<file path="src/atcr_pkg.sv">
// Shared types, constants and helpers for the tile collision resolver.
// No dependencies; every other file of the block imports this package.
`default_nettype none

package atcr_pkg;

    localparam int POS_BITS  = 24;
    localparam int FRAC_BITS = 8;
    localparam int VEL_BITS  = 16;
    localparam int CFG_BITS  = 8;
    localparam int SIZE_BITS = POS_BITS - 1;
    // Working width for box edges, depths and doubled centres.
    localparam int CALC_W    = POS_BITS + 4;

    localparam int IN_RAW_BITS   = 4 * POS_BITS + 2 * VEL_BITS + 2 * SIZE_BITS;
    localparam int IN_DATA_BITS  = ((IN_RAW_BITS + 7) / 8) * 8;
    localparam int OUT_RAW_BITS  = 2 * POS_BITS + 2 * VEL_BITS;
    localparam int OUT_DATA_BITS = ((OUT_RAW_BITS + 7) / 8) * 8;

    localparam logic       CMD_LOAD = 1'b0;
    localparam logic       CMD_TILE = 1'b1;

    localparam logic [1:0] HIT_NONE  = 2'd0;
    localparam logic [1:0] HIT_HORIZ = 2'd1;
    localparam logic [1:0] HIT_VERT  = 2'd2;

    localparam logic [1:0] REG_ENTITY_WIDTH  = 2'd0;
    localparam logic [1:0] REG_ENTITY_HEIGHT = 2'd1;
    localparam logic [1:0] REG_BOUNCE_GAIN   = 2'd2;
    localparam logic [1:0] REG_WALL_GAP      = 2'd3;

    localparam logic [CFG_BITS-1:0] RST_ENTITY_WIDTH  = CFG_BITS'(32);
    localparam logic [CFG_BITS-1:0] RST_ENTITY_HEIGHT = CFG_BITS'(64);
    localparam logic [CFG_BITS-1:0] RST_BOUNCE_GAIN   = CFG_BITS'(77);
    localparam logic [CFG_BITS-1:0] RST_WALL_GAP      = CFG_BITS'(3);

    typedef logic signed [POS_BITS-1:0] pos_t;
    typedef logic signed [VEL_BITS-1:0] vel_t;
    typedef logic [SIZE_BITS-1:0]       size_t;
    typedef logic signed [CALC_W-1:0]   calc_t;

    localparam calc_t POS_MAX = calc_t'((64'sd1 <<< (POS_BITS - 1)) - 64'sd1);
    localparam calc_t POS_MIN = calc_t'(-(64'sd1 <<< (POS_BITS - 1)));

    typedef struct packed {
        logic [CFG_BITS-1:0] entity_width;
        logic [CFG_BITS-1:0] entity_height;
        logic [CFG_BITS-1:0] bounce_gain;
        logic [CFG_BITS-1:0] wall_gap;
    } cfg_t;

    typedef struct packed {
        pos_t cur_x;
        pos_t cur_y;
        vel_t cur_vx;
        vel_t cur_vy;
        pos_t start_x;
        pos_t start_y;
    } state_t;

    typedef struct packed {
        logic  cmd;
        pos_t  entity_x;
        pos_t  entity_y;
        vel_t  speed_x;
        vel_t  speed_y;
        pos_t  tile_left;
        pos_t  tile_top;
        size_t tile_width;
        size_t tile_height;
    } item_t;

    function automatic pos_t sat_pos(input calc_t v);
        pos_t r;
        if (v > POS_MAX) begin
            r = POS_MAX[POS_BITS-1:0];
        end else if (v < POS_MIN) begin
            r = POS_MIN[POS_BITS-1:0];
        end else begin
            r = v[POS_BITS-1:0];
        end
        return r;
    endfunction

endpackage

`default_nettype wire

</file>
<file path="src/aabb_tile_collision_resolve.sv">
// Top level of the tile collision resolver: request and result registers,
// entity state and configuration registers. Uses atcr_pkg and atcr_resolve.
//
// One entity is resolved against a stream of tiles. A load request sets the
// entity position and velocity; each tile request tests the entity box against
// one tile and pushes the entity out sideways or turns its velocity round. Every
// request gives exactly one result showing the state after it, with the hit kind
// on m_tuser. A request is accepted in every cycle while results are taken, and
// it waits in the request register; the state update, combinational because
// each tile test starts from the position left by the previous one, is then
// written to the state register. Configuration must be written only while no
// request is in flight; the block itself does not enforce this.
`default_nettype none

module aabb_tile_collision_resolve
    import atcr_pkg::*;
(
    input  wire logic                     aclk,
    input  wire logic                     aresetn,
    // tdata: entity_x, entity_y, speed_x, speed_y, tile_left, tile_top,
    //        tile_width, tile_height, zero pad
    input  wire logic [IN_DATA_BITS-1:0]  s_tdata,
    // tuser: cmd
    input  wire logic                     s_tuser,
    input  wire logic                     s_tvalid,
    output logic                          s_tready,
    // tdata: out_x, out_y, out_vx, out_vy
    output logic [OUT_DATA_BITS-1:0]      m_tdata,
    // tuser: hit
    output logic [1:0]                    m_tuser,
    output logic                          m_tvalid,
    input  wire logic                     m_tready,
    input  wire logic                     cfg_wr_en,
    input  wire logic [1:0]               cfg_addr,
    input  wire logic [CFG_BITS-1:0]      cfg_wdata
);

    item_t      item_in;
    item_t      item_reg;
    logic       in_valid_reg;
    logic       out_valid_reg;
    logic       advance;
    state_t     state_reg;
    state_t     state_next;
    cfg_t       cfg_reg;
    logic [1:0] hit_next;
    logic [1:0] hit_reg;

    always_comb begin
        item_in             = '0;
        item_in.cmd         = s_tuser;
        item_in.entity_x    = s_tdata[0 +: POS_BITS];
        item_in.entity_y    = s_tdata[POS_BITS +: POS_BITS];
        item_in.speed_x     = s_tdata[2*POS_BITS +: VEL_BITS];
        item_in.speed_y     = s_tdata[2*POS_BITS + VEL_BITS +: VEL_BITS];
        item_in.tile_left   = s_tdata[2*POS_BITS + 2*VEL_BITS +: POS_BITS];
        item_in.tile_top    = s_tdata[3*POS_BITS + 2*VEL_BITS +: POS_BITS];
        item_in.tile_width  = s_tdata[4*POS_BITS + 2*VEL_BITS +: SIZE_BITS];
        item_in.tile_height = s_tdata[4*POS_BITS + 2*VEL_BITS + SIZE_BITS +: SIZE_BITS];
    end

    assign advance  = in_valid_reg && (!out_valid_reg || m_tready);
    assign s_tready = !in_valid_reg || advance;

    atcr_resolve u_resolve (
        .cfg        (cfg_reg),
        .state_cur  (state_reg),
        .item       (item_reg),
        .state_next (state_next),
        .hit        (hit_next)
    );

    always_ff @(posedge aclk) begin
        if (!aresetn) begin
            in_valid_reg  <= 1'b0;
            out_valid_reg <= 1'b0;
            state_reg     <= '0;
        end else begin
            if (s_tvalid && s_tready) begin
                in_valid_reg <= 1'b1;
            end else if (advance) begin
                in_valid_reg <= 1'b0;
            end
            if (advance) begin
                out_valid_reg <= 1'b1;
                state_reg     <= state_next;
            end else if (m_tready) begin
                out_valid_reg <= 1'b0;
            end
        end
    end

    always_ff @(posedge aclk) begin
        if (s_tvalid && s_tready) begin
            item_reg <= item_in;
        end
        if (advance) begin
            hit_reg <= hit_next;
        end
    end

    always_ff @(posedge aclk) begin
        if (!aresetn) begin
            cfg_reg.entity_width  <= RST_ENTITY_WIDTH;
            cfg_reg.entity_height <= RST_ENTITY_HEIGHT;
            cfg_reg.bounce_gain   <= RST_BOUNCE_GAIN;
            cfg_reg.wall_gap      <= RST_WALL_GAP;
        end else if (cfg_wr_en) begin
            case (cfg_addr)
                REG_ENTITY_WIDTH:  cfg_reg.entity_width  <= cfg_wdata;
                REG_ENTITY_HEIGHT: cfg_reg.entity_height <= cfg_wdata;
                REG_BOUNCE_GAIN:   cfg_reg.bounce_gain   <= cfg_wdata;
                REG_WALL_GAP:      cfg_reg.wall_gap      <= cfg_wdata;
                default:           cfg_reg               <= cfg_reg;
            endcase
        end
    end

    // The result shows the state register, which holds until the next advance.
    always_comb begin
        m_tdata = '0;
        m_tdata[0 +: POS_BITS]                   = state_reg.cur_x;
        m_tdata[POS_BITS +: POS_BITS]            = state_reg.cur_y;
        m_tdata[2*POS_BITS +: VEL_BITS]          = state_reg.cur_vx;
        m_tdata[2*POS_BITS + VEL_BITS +: VEL_BITS] = state_reg.cur_vy;
    end

    assign m_tuser  = hit_reg;
    assign m_tvalid = out_valid_reg;

endmodule

`default_nettype wire

</file>
<file path="src/atcr_reflect.sv">
// Velocity reflection: negates a velocity and scales it by the Q0.8 bounce gain,
// rounding the magnitude to nearest with halves away from zero. Uses atcr_pkg.
`default_nettype none

module atcr_reflect
    import atcr_pkg::*;
(
    input  vel_t                vel_in,
    input  logic [CFG_BITS-1:0] gain,
    output vel_t                vel_out
);

    localparam int MAG_W  = VEL_BITS + 1;
    localparam int PROD_W = MAG_W + CFG_BITS;

    logic signed [MAG_W-1:0] vel_wide;
    logic [MAG_W-1:0]        mag;
    logic [PROD_W-1:0]       prod;
    vel_t                    scaled;

    assign vel_wide = MAG_W'(vel_in);
    assign mag      = vel_in[VEL_BITS-1] ? MAG_W'(-vel_wide) : MAG_W'(vel_wide);
    assign prod     = PROD_W'(mag) * PROD_W'(gain) + (PROD_W'(1) << (CFG_BITS - 1));
    // The scaled magnitude never reaches the top of the velocity range.
    assign scaled   = prod[CFG_BITS +: VEL_BITS];
    assign vel_out  = vel_in[VEL_BITS-1] ? scaled : -scaled;

endmodule

`default_nettype wire

</file>
<file path="src/atcr_resolve.sv">
// Combinational collision test and response for one request against the
// current entity state. Uses atcr_pkg and two atcr_reflect units.
`default_nettype none

module atcr_resolve
    import atcr_pkg::*;
(
    input  cfg_t       cfg,
    input  state_t     state_cur,
    input  item_t      item,
    output state_t     state_next,
    output logic [1:0] hit
);

    calc_t hw, eh, gap;
    calc_t cx, cy, sx, sy;
    calc_t tl, tt, tw, th, tr, tb;
    calc_t el, er, et, eb;
    calc_t dep_a, dep_b, dep_c, dep_d, dx, dy;
    calc_t push_left, push_right;
    logic  overlap, left_side, top_side;
    vel_t  vx_refl, vy_refl;

    assign hw  = calc_t'(cfg.entity_width) << (FRAC_BITS - 1);
    assign eh  = calc_t'(cfg.entity_height) << FRAC_BITS;
    assign gap = calc_t'(cfg.wall_gap);

    assign cx = calc_t'(state_cur.cur_x);
    assign cy = calc_t'(state_cur.cur_y);
    assign sx = calc_t'(state_cur.start_x);
    assign sy = calc_t'(state_cur.start_y);

    assign tl = calc_t'(item.tile_left);
    assign tt = calc_t'(item.tile_top);
    assign tw = calc_t'(item.tile_width);
    assign th = calc_t'(item.tile_height);
    assign tr = tl + tw;
    assign tb = tt + th;

    assign el = cx - hw;
    assign er = cx + hw;
    assign et = cy - eh;
    assign eb = cy;

    assign overlap = (er > tl) && (el < tr) && (eb > tt) && (et < tb);

    assign dep_a = er - tl;
    assign dep_b = tr - el;
    assign dep_c = eb - tt;
    assign dep_d = tb - et;
    assign dx    = (dep_a < dep_b) ? dep_a : dep_b;
    assign dy    = (dep_c < dep_d) ? dep_c : dep_d;

    // Centres are compared at twice their value so that no half is lost.
    assign left_side = (sx <<< 1) < ((tl <<< 1) + tw);
    assign top_side  = ((sy <<< 1) - eh) < ((tt <<< 1) + th);

    assign push_left  = tl - hw - gap;
    assign push_right = tr + hw + gap;

    atcr_reflect u_reflect_x (
        .vel_in  (state_cur.cur_vx),
        .gain    (cfg.bounce_gain),
        .vel_out (vx_refl)
    );

    atcr_reflect u_reflect_y (
        .vel_in  (state_cur.cur_vy),
        .gain    (cfg.bounce_gain),
        .vel_out (vy_refl)
    );

    always_comb begin
        state_next = state_cur;
        hit        = HIT_NONE;
        if (item.cmd == CMD_LOAD) begin
            state_next.cur_x   = item.entity_x;
            state_next.cur_y   = item.entity_y;
            state_next.cur_vx  = item.speed_x;
            state_next.cur_vy  = item.speed_y;
            state_next.start_x = item.entity_x;
            state_next.start_y = item.entity_y;
        end else if (overlap) begin
            if (dx < dy) begin
                hit = HIT_HORIZ;
                if (left_side) begin
                    state_next.cur_x = sat_pos(push_left);
                    if (state_cur.cur_vx > 0) begin
                        state_next.cur_vx = vx_refl;
                    end
                end else begin
                    state_next.cur_x = sat_pos(push_right);
                    if (state_cur.cur_vx < 0) begin
                        state_next.cur_vx = vx_refl;
                    end
                end
            end else begin
                hit = HIT_VERT;
                // A vertical response only turns the velocity round.
                if (top_side) begin
                    if (state_cur.cur_vy > 0) begin
                        state_next.cur_vy = vy_refl;
                    end
                end else begin
                    if (state_cur.cur_vy < 0) begin
                        state_next.cur_vy = vy_refl;
                    end
                end
            end
        end
    end

endmodule

`default_nettype wire

</file>
<file path="config.mk">
export PLATFORM = sky130hd
export DESIGN_NAME = aabb_tile_collision_resolve
export DESIGN_NICKNAME = d
export VERILOG_FILES = /design/src/atcr_pkg.sv /design/src/aabb_tile_collision_resolve.sv /design/src/atcr_reflect.sv /design/src/atcr_resolve.sv
export SDC_FILE = /design/constraint.sdc
export NUM_CORES = 2
export LEC_CHECK = 0
export BUFFER_PORTS_ARGS = -buffer_cell sky130_fd_sc_hd__clkbuf_2
export CAP_MARGIN = 20
export CORE_MARGIN = 2
export CORE_UTILIZATION = 60
export CTS_CLUSTER_DIAMETER = 200
export DETAILED_ROUTE_END_ITERATION = 7
export HOLD_SLACK_MARGIN = 0.12
export PLACE_DENSITY = 0.78
export SLEW_MARGIN = 30
export SYNTH_ARGS = -nofsm -noshare
export SYNTH_HDL_FRONTEND = slang
export SYNTH_SLANG_ARGS = --single-unit
</file>
<file path="constraint.sdc">
create_clock -name aclk -period 20.6 [get_ports aclk]
set_clock_uncertainty 0.15 [all_clocks]
set_input_delay 4.12 -clock aclk [delete_from_list [all_inputs] [get_ports aclk]]
set_output_delay 4.12 -clock aclk [all_outputs]
set_load 0.005 [all_outputs]
</file>
* Word level (Yosys, flattened, before mapping)
Cells that the tools add are included.
** Word-level totals
- Bits in registers :: 315
- Bits of input ports :: 192
- Output and inout port bits :: 84
- Word-level logic and storage cells :: 123
** Operators by class
- Add/sub/neg operators :: 22
- $mul :: 2
- Magnitude comparators :: 17
- Equal/unequal tests :: 10
- Muxes and demuxes :: 29
- Bitwise gates (word level) :: 1
- Reduce and logical (&&, ||, !) cells :: 21
** Operators by type and width (number)
- two-way mux 24 bit :: 8
- < comparator 28 bit :: 6
- two-way mux 16 bit :: 10
- two-way mux 32 bit :: 2
- greater-than comparator 28 x 24 -> 1 bit (second input constant) :: 2
- < comparator 28 x 24 -> 1 bit (second input constant) :: 2
- two-way mux 28 bit :: 2
- subtractor 28 bit :: 2
- adder 25 x 24 -> 26 bit :: 2
- adder 24 x 24 -> 25 bit :: 2
- subtractor 24 x 16 -> 25 bit :: 2
- adder 24 x 8 -> 24 bit (second input constant) :: 2
- multiplier 17 x 8 -> 24 bit :: 2
- two-way mux 17 bit :: 2
- negator 16 -> 17 bit :: 2
- greater-than comparator 16 x 1 -> 1 bit (second input constant) :: 2
- < comparator 16 x 1 -> 1 bit (second input constant) :: 2
- negator 16 bit :: 2
- adder 28 x 16 -> 28 bit :: 1
- adder 28 x 9 -> 28 bit :: 1
- subtractor 28 x 9 -> 28 bit :: 1
- < comparator 25 x 26 -> 1 bit :: 1
- subtractor 25 x 17 -> 26 bit :: 1
- subtractor 25 x 24 -> 26 bit :: 1
- other kinds (22) :: 42

* Longest topological paths before layout
- Depth after elaboration :: 11
- Depth in mapped cells :: 49

* Hierarchy
Synthesis repeated with hierarchy kept, for this count alone.
** Second synthesis, totals
- Cells, all modules :: 4917
- Area, all modules :: 41589.9 µm²
** By module, submodules not included
- atcr_resolve :: instances 1, cells each 2771, area each 19165.9 µm², sequential area each 0.0 µm²
- aabb_tile_collision_resolve :: instances 1, cells each 939, area each 12254.3 µm², sequential area each 8558.2 µm²
- atcr_reflect at u_resolve.u_reflect_x :: instances 1, cells each 610, area each 5087.4 µm², sequential area each 0.0 µm²
- atcr_reflect at u_resolve.u_reflect_y :: instances 1, cells each 597, area each 5082.4 µm², sequential area each 0.0 µm²

* Worst setup path before layout
No wires, ideal clock.
- Path kind :: input -> register
- Start point :: in m_tready
- End point :: reg item_reg[0] (netlist bit), enable pin
- Setup time :: 0.556 ns
- Arrival time :: 8.275 ns
- Required time :: 19.894 ns
- Slack :: 11.619 ns
- Cell stages on the path :: 3
- Buffers on the path :: 0
- Path through :: nor2b_1 -> nand2_1 -> and2_1
** Between the ends
- Word-level cells in the longest chain between the ends :: 4
** RTL lines
- start, declared :: RTL line aabb_tile_collision_resolve.sv:32 : input wire logic m_tready,
- logical OR 1 bit :: RTL line aabb_tile_collision_resolve.sv:62 : assign advance = in_valid_reg && (!out_valid_reg || m_tready);
- logical AND 1 bit :: RTL line aabb_tile_collision_resolve.sv:62
- logical OR 1 bit :: RTL line aabb_tile_collision_resolve.sv:63 : assign s_tready = !in_valid_reg || advance;
- net s_tready :: RTL line aabb_tile_collision_resolve.sv:26 : output logic s_tready,
- logical AND 1 bit :: RTL line aabb_tile_collision_resolve.sv:94 : if (s_tvalid && s_tready) begin
- end signal, assigned :: RTL line aabb_tile_collision_resolve.sv:95 : item_reg <= item_in;
- end, declared :: RTL line aabb_tile_collision_resolve.sv:39 : item_t item_reg;
The timed path passes the listed nets, and every way through them passes these cells.
A chain may end at the register's enable or synchronous reset.

* Worst setup path in the final report
- Start point :: reg cfg_reg[25] (netlist bit)
- End point :: reg state_reg, in the netlist m_tdata[79]
** Between the ends
- Word-level cells in the longest chain between the ends :: 7
- Elaborated cells on any way between the ends :: 15
- Classes of those cells :: 4 x add/sub; 4 x order compare; 2 x eq/ne; 1 x mux; 4 x reduce/logical
** RTL lines
- start, declared :: RTL line aabb_tile_collision_resolve.sv:45 : cfg_t cfg_reg;
- start signal, assigned :: RTL line aabb_tile_collision_resolve.sv:114 : default: cfg_reg <= cfg_reg;
- subtractor 24 x 16 -> 25 bit / adder 24 x 16 -> 25 bit (equally long branches) :: RTL line atcr_resolve.sv:40, atcr_resolve.sv:41
- subtractor 28 bit, or another cell as far along :: RTL line atcr_resolve.sv:48 : assign dep_b = tr - el;
- < comparator 28 bit / logical AND 1 bit (equally long branches) :: RTL line atcr_resolve.sv:51, atcr_resolve.sv:45
- two-way mux 28 bit / logical AND 1 bit (equally long branches) :: RTL line atcr_resolve.sv:51, atcr_resolve.sv:45
- < comparator 28 bit / logical AND 1 bit (equally long branches) :: RTL line atcr_resolve.sv:84, atcr_resolve.sv:45
- inequality test 2 bit (no source line) / inequality test 2 x 1 -> 1 bit (equally long branches)
- AND reduction 5 bit (no source line) *
- end signal, assigned :: RTL line aabb_tile_collision_resolve.sv:86 : state_reg <= state_next;
- end, declared :: RTL line aabb_tile_collision_resolve.sv:43 : state_t state_reg;
Mark *: on every way between the ends. The rest lies on a longest branch, timed or not.

==> flow_metrics.env <==
export IMPL_vdd_ir_drop_max_mv=0.0986
export IMPL_timing_setup_tns_ns=0
export IMPL_area_growth_pct=7.64
export IMPL_synth_area_um2=38200
export IMPL_synthArstFlopShare=0
export IMPL_nets=5562
export IMPL_largest_reg_flops=175
export IMPL_synth_cell_types=98
export IMPL_hold_viol_final=0
export IMPL_synth_area_top_cells="ha_1 17%, edfxtp_1 14%, fa_1 10%"
export IMPL_synth_area_per_cell_um2=8.44
export IMPL_root_buffer="clkbuf_16"
export IMPL_die_h_um=256
export IMPL_grt_usage=0.307
export IMPL_dieArea_um2=65800
export IMPL_grt_pass1_wl_um=164000
export IMPL_whs_path_depth=2
export IMPL_r2r_cells=41
export IMPL_wl_um=103000
export IMPL_num_vias=32900
export IMPL_total_power_uw=4400
export IMPL_grt_pass1_vias=31300
export IMPL_reg2reg_from="cfg_reg[25]$_SDFFE_PN0P_"
export IMPL_avgViaCountPerCell=5.93
export IMPL_antenna_found_initial=5
export IMPL_ys_flop_type="edfxtp_1"
export IMPL_grt_setup_unrepaired="false"
export IMPL_filler_cell_count=5397
export IMPL_path_delay_family="compound AO/OA/AOI/OAI gates"
export IMPL_num_rows=92
export IMPL_crit_type="flip-flop to flip-flop"
export IMPL_regToRegSetupSlack_ns=9.12
export IMPL_cts_made_buffers=37
export IMPL_critPathSlowestCell="o21ai_1"
export IMPL_max_stage_delay_ns=0.84
export IMPL_antenna_left=0
export IMPL_stdcell_count=5546
export IMPL_hold_end="state_reg[36]$_SDFFE_PN0P_"
export IMPL_clk_latency_ns=0.56
export IMPL_dp_cells=5477
export IMPL_cts_sinks=315
export IMPL_setup_viol=0
export IMPL_synth_edff_count=177
export IMPL_grt_max_degree=86
export IMPL_period_needed_ns=11.48
export IMPL_portBuffers=273
export IMPL_crit_fanout=31
export IMPL_fmax_mhz=87.1
export IMPL_htreeDepth=2
export IMPL_max_cap_viol_count=0
export IMPL_gpl_final_weighted_congestion=1.00
export IMPL_ioPinCount=276
export IMPL_post_route_drc_count=0
export IMPL_critPathCaptureType="flip-flop"
export IMPL_setup_slack_ns=9.12
export IMPL_synth_top_area_cell="ha_1"
export IMPL_layout_drive_gt1_share=0.0956
export IMPL_drv_slew=0
export IMPL_p_leak_uw=0.0187
export IMPL_wire_per_inst_um=18.6
export IMPL_cts_tree="yes"
export IMPL_holdCritPathClass="flip-flop to flip-flop"
export IMPL_worstMarginPinSlew_ns=1.06
export IMPL_power_density_nw_per_um2=107
export IMPL_critPathRequiredTime_ns=20.93
export IMPL_coreArea_um2=63100
export IMPL_ys_ff_latch=315
export IMPL_yosysTopAreaCellShare=0.166
export IMPL_yosys_warnings=0
export IMPL_period_share=0.557
export IMPL_overflow=0
export IMPL_syn_inst=4529
export IMPL_dieWidth_um=256
export IMPL_cts_clk_slew_worst_paths_ns=0.06
export IMPL_critPathBufInv=4
export IMPL_cts_buffer_depth=3
export IMPL_outcome="finished clean"
export IMPL_start_util=0.606
export IMPL_dp_hpwl_um=82400
export IMPL_worstReg2RegEnd="m_tdata[79]$_SDFFE_PN0P_"
export IMPL_start_kind="flip-flop"
export IMPL_cp_common_cell="a21oi_1"
export IMPL_cts_resized=0
export IMPL_relSlewSlack=0.290
export IMPL_preCtsSetupSlack_ns=9.26
export IMPL_cts_setup_buffers=0
export IMPL_synth_common_cells="508 x ha_1, 470 x nand2_1, 433 x inv_1"
export IMPL_hp_start="state_reg[36]$_SDFFE_PN0P_"
export IMPL_critPathArrivalTime_ns=11.82
export IMPL_hold_buffers=0
export IMPL_synth_most_common_cell="ha_1"
export IMPL_seq_area_frac_synth=0.211
export IMPL_firstDrtPassIters=5
export IMPL_dr_first_iter_drc_count=2544
==> layer usage <==
| layer | vias to the layer above | GRT usage | wire length (um) |
|---|---|---|---|
| met5 | - | 0 | 34 |
| met4 | 6 | 0.0967 | 3410 |
| met3 | 173 | 0.0461 | 7210 |
| met2 | 1042 | 0.502 | 46700 |
| met1 | 15600 | 0.419 | 45600 |
| li1 | 16100 | - | - |
==> worst max-delay path by stage <==
| stage | cells past startpoint | startpoint | end | slack [ns] |
|---|---|---|---|---|
| final | 41 | cfg_reg[25]$_SDFFE_PN0P_ | m_tdata[79]$_SDFFE_PN0P_ | 9.12 |
| after floorplan | 3 | m_tready | item_reg[0]$_DFFE_PP_ | 11.62 |
| after detailed placement | 41 | cfg_reg[25]$_SDFFE_PN0P_ | m_tdata[79]$_SDFFE_PN0P_ | 9.26 |
| after global placement | 41 | cfg_reg[25]$_SDFFE_PN0P_ | m_tdata[79]$_SDFFE_PN0P_ | 9.40 |
| after global routing | 43 | cfg_reg[25]$_SDFFE_PN0P_ | m_tdata[79]$_SDFFE_PN0P_ | 8.21 |
| after CTS | 41 | cfg_reg[25]$_SDFFE_PN0P_ | m_tdata[79]$_SDFFE_PN0P_ | 9.22 |
==> cell usage in the layout, fill, tap and decap left out, drive strengths merged, types with 177 or more instances in the layout <==
master    n
fa      192
clkbuf  317
a21oi   348
nor2    300
edfxtp  177
inv     437
ha      508
xnor2   236
o21ai   226
nand2   471
==> stage by stage <==
| step | util | hold WS, ns | instance area [um^2] |
|---|---|---|---|
| after floorplan | - | 0.286 | 38300 |
| after global placement | 0.631 | 0.293 | 39800 |
| after detailed placement | 0.632 | 0.301 | 39900 |
| after CTS | 0.652 | 0.311 | 41100 |
| after global routing | 0.652 | 0.330 | 41200 |
| final | 0.652 | 0.309 | 41200 |
==> area by class of cell <==
cell class	instances	area [um^2]	area share
tap	846	1060	0.0257
clock inverter	23	294	0.00714
clock buffer	44	993	0.0241
multi-input combinational	3578	27500	0.667
antenna	2	5.00	0.000122
inverter	434	1630	0.0396
sequential	315	8080	0.196
timing repair buffer	304	1630	0.0396
==> report_power, final <==
part           internal, uW  total [uW]  switching (uW)
clock                   413         699             286
combinational          1190        2930            1740
sequential              709         765            56.5
total                  2310        4400            2080
==> worst register-to-register path: cells and delay by family (launching register included) <==
kind	cells	cell delay, ns
AO/OA/AOI/OAI	20	5.81
AND/OR/NAND/NOR	12	2.76
adder cells (fa/ha/maj)	4	1.44
buffers and inverters	4	0.77
flip-flops	1	0.38
XOR/XNOR	1	0.11
==> logic make-up (layout without fill, tap and decap cells) <==
logic type / count (synthesis) / count (layout) / synth area share
AND/OR/NAND/NOR: 1381 / 1381 / 0.174
multiplexers: 25 / 25 / 0.00674
XOR/XNOR: 334 / 334 / 0.0771
adder cells (fa/ha/maj): 700 / 700 / 0.267
flip-flops: 315 / 315 / 0.211
AO/OA/AOI/OAI: 1124 / 1124 / 0.191
other: 2 / 16 / 0.000196
buffers and inverters: 648 / 805 / 0.0731
(Power assumes the default switching activity.)
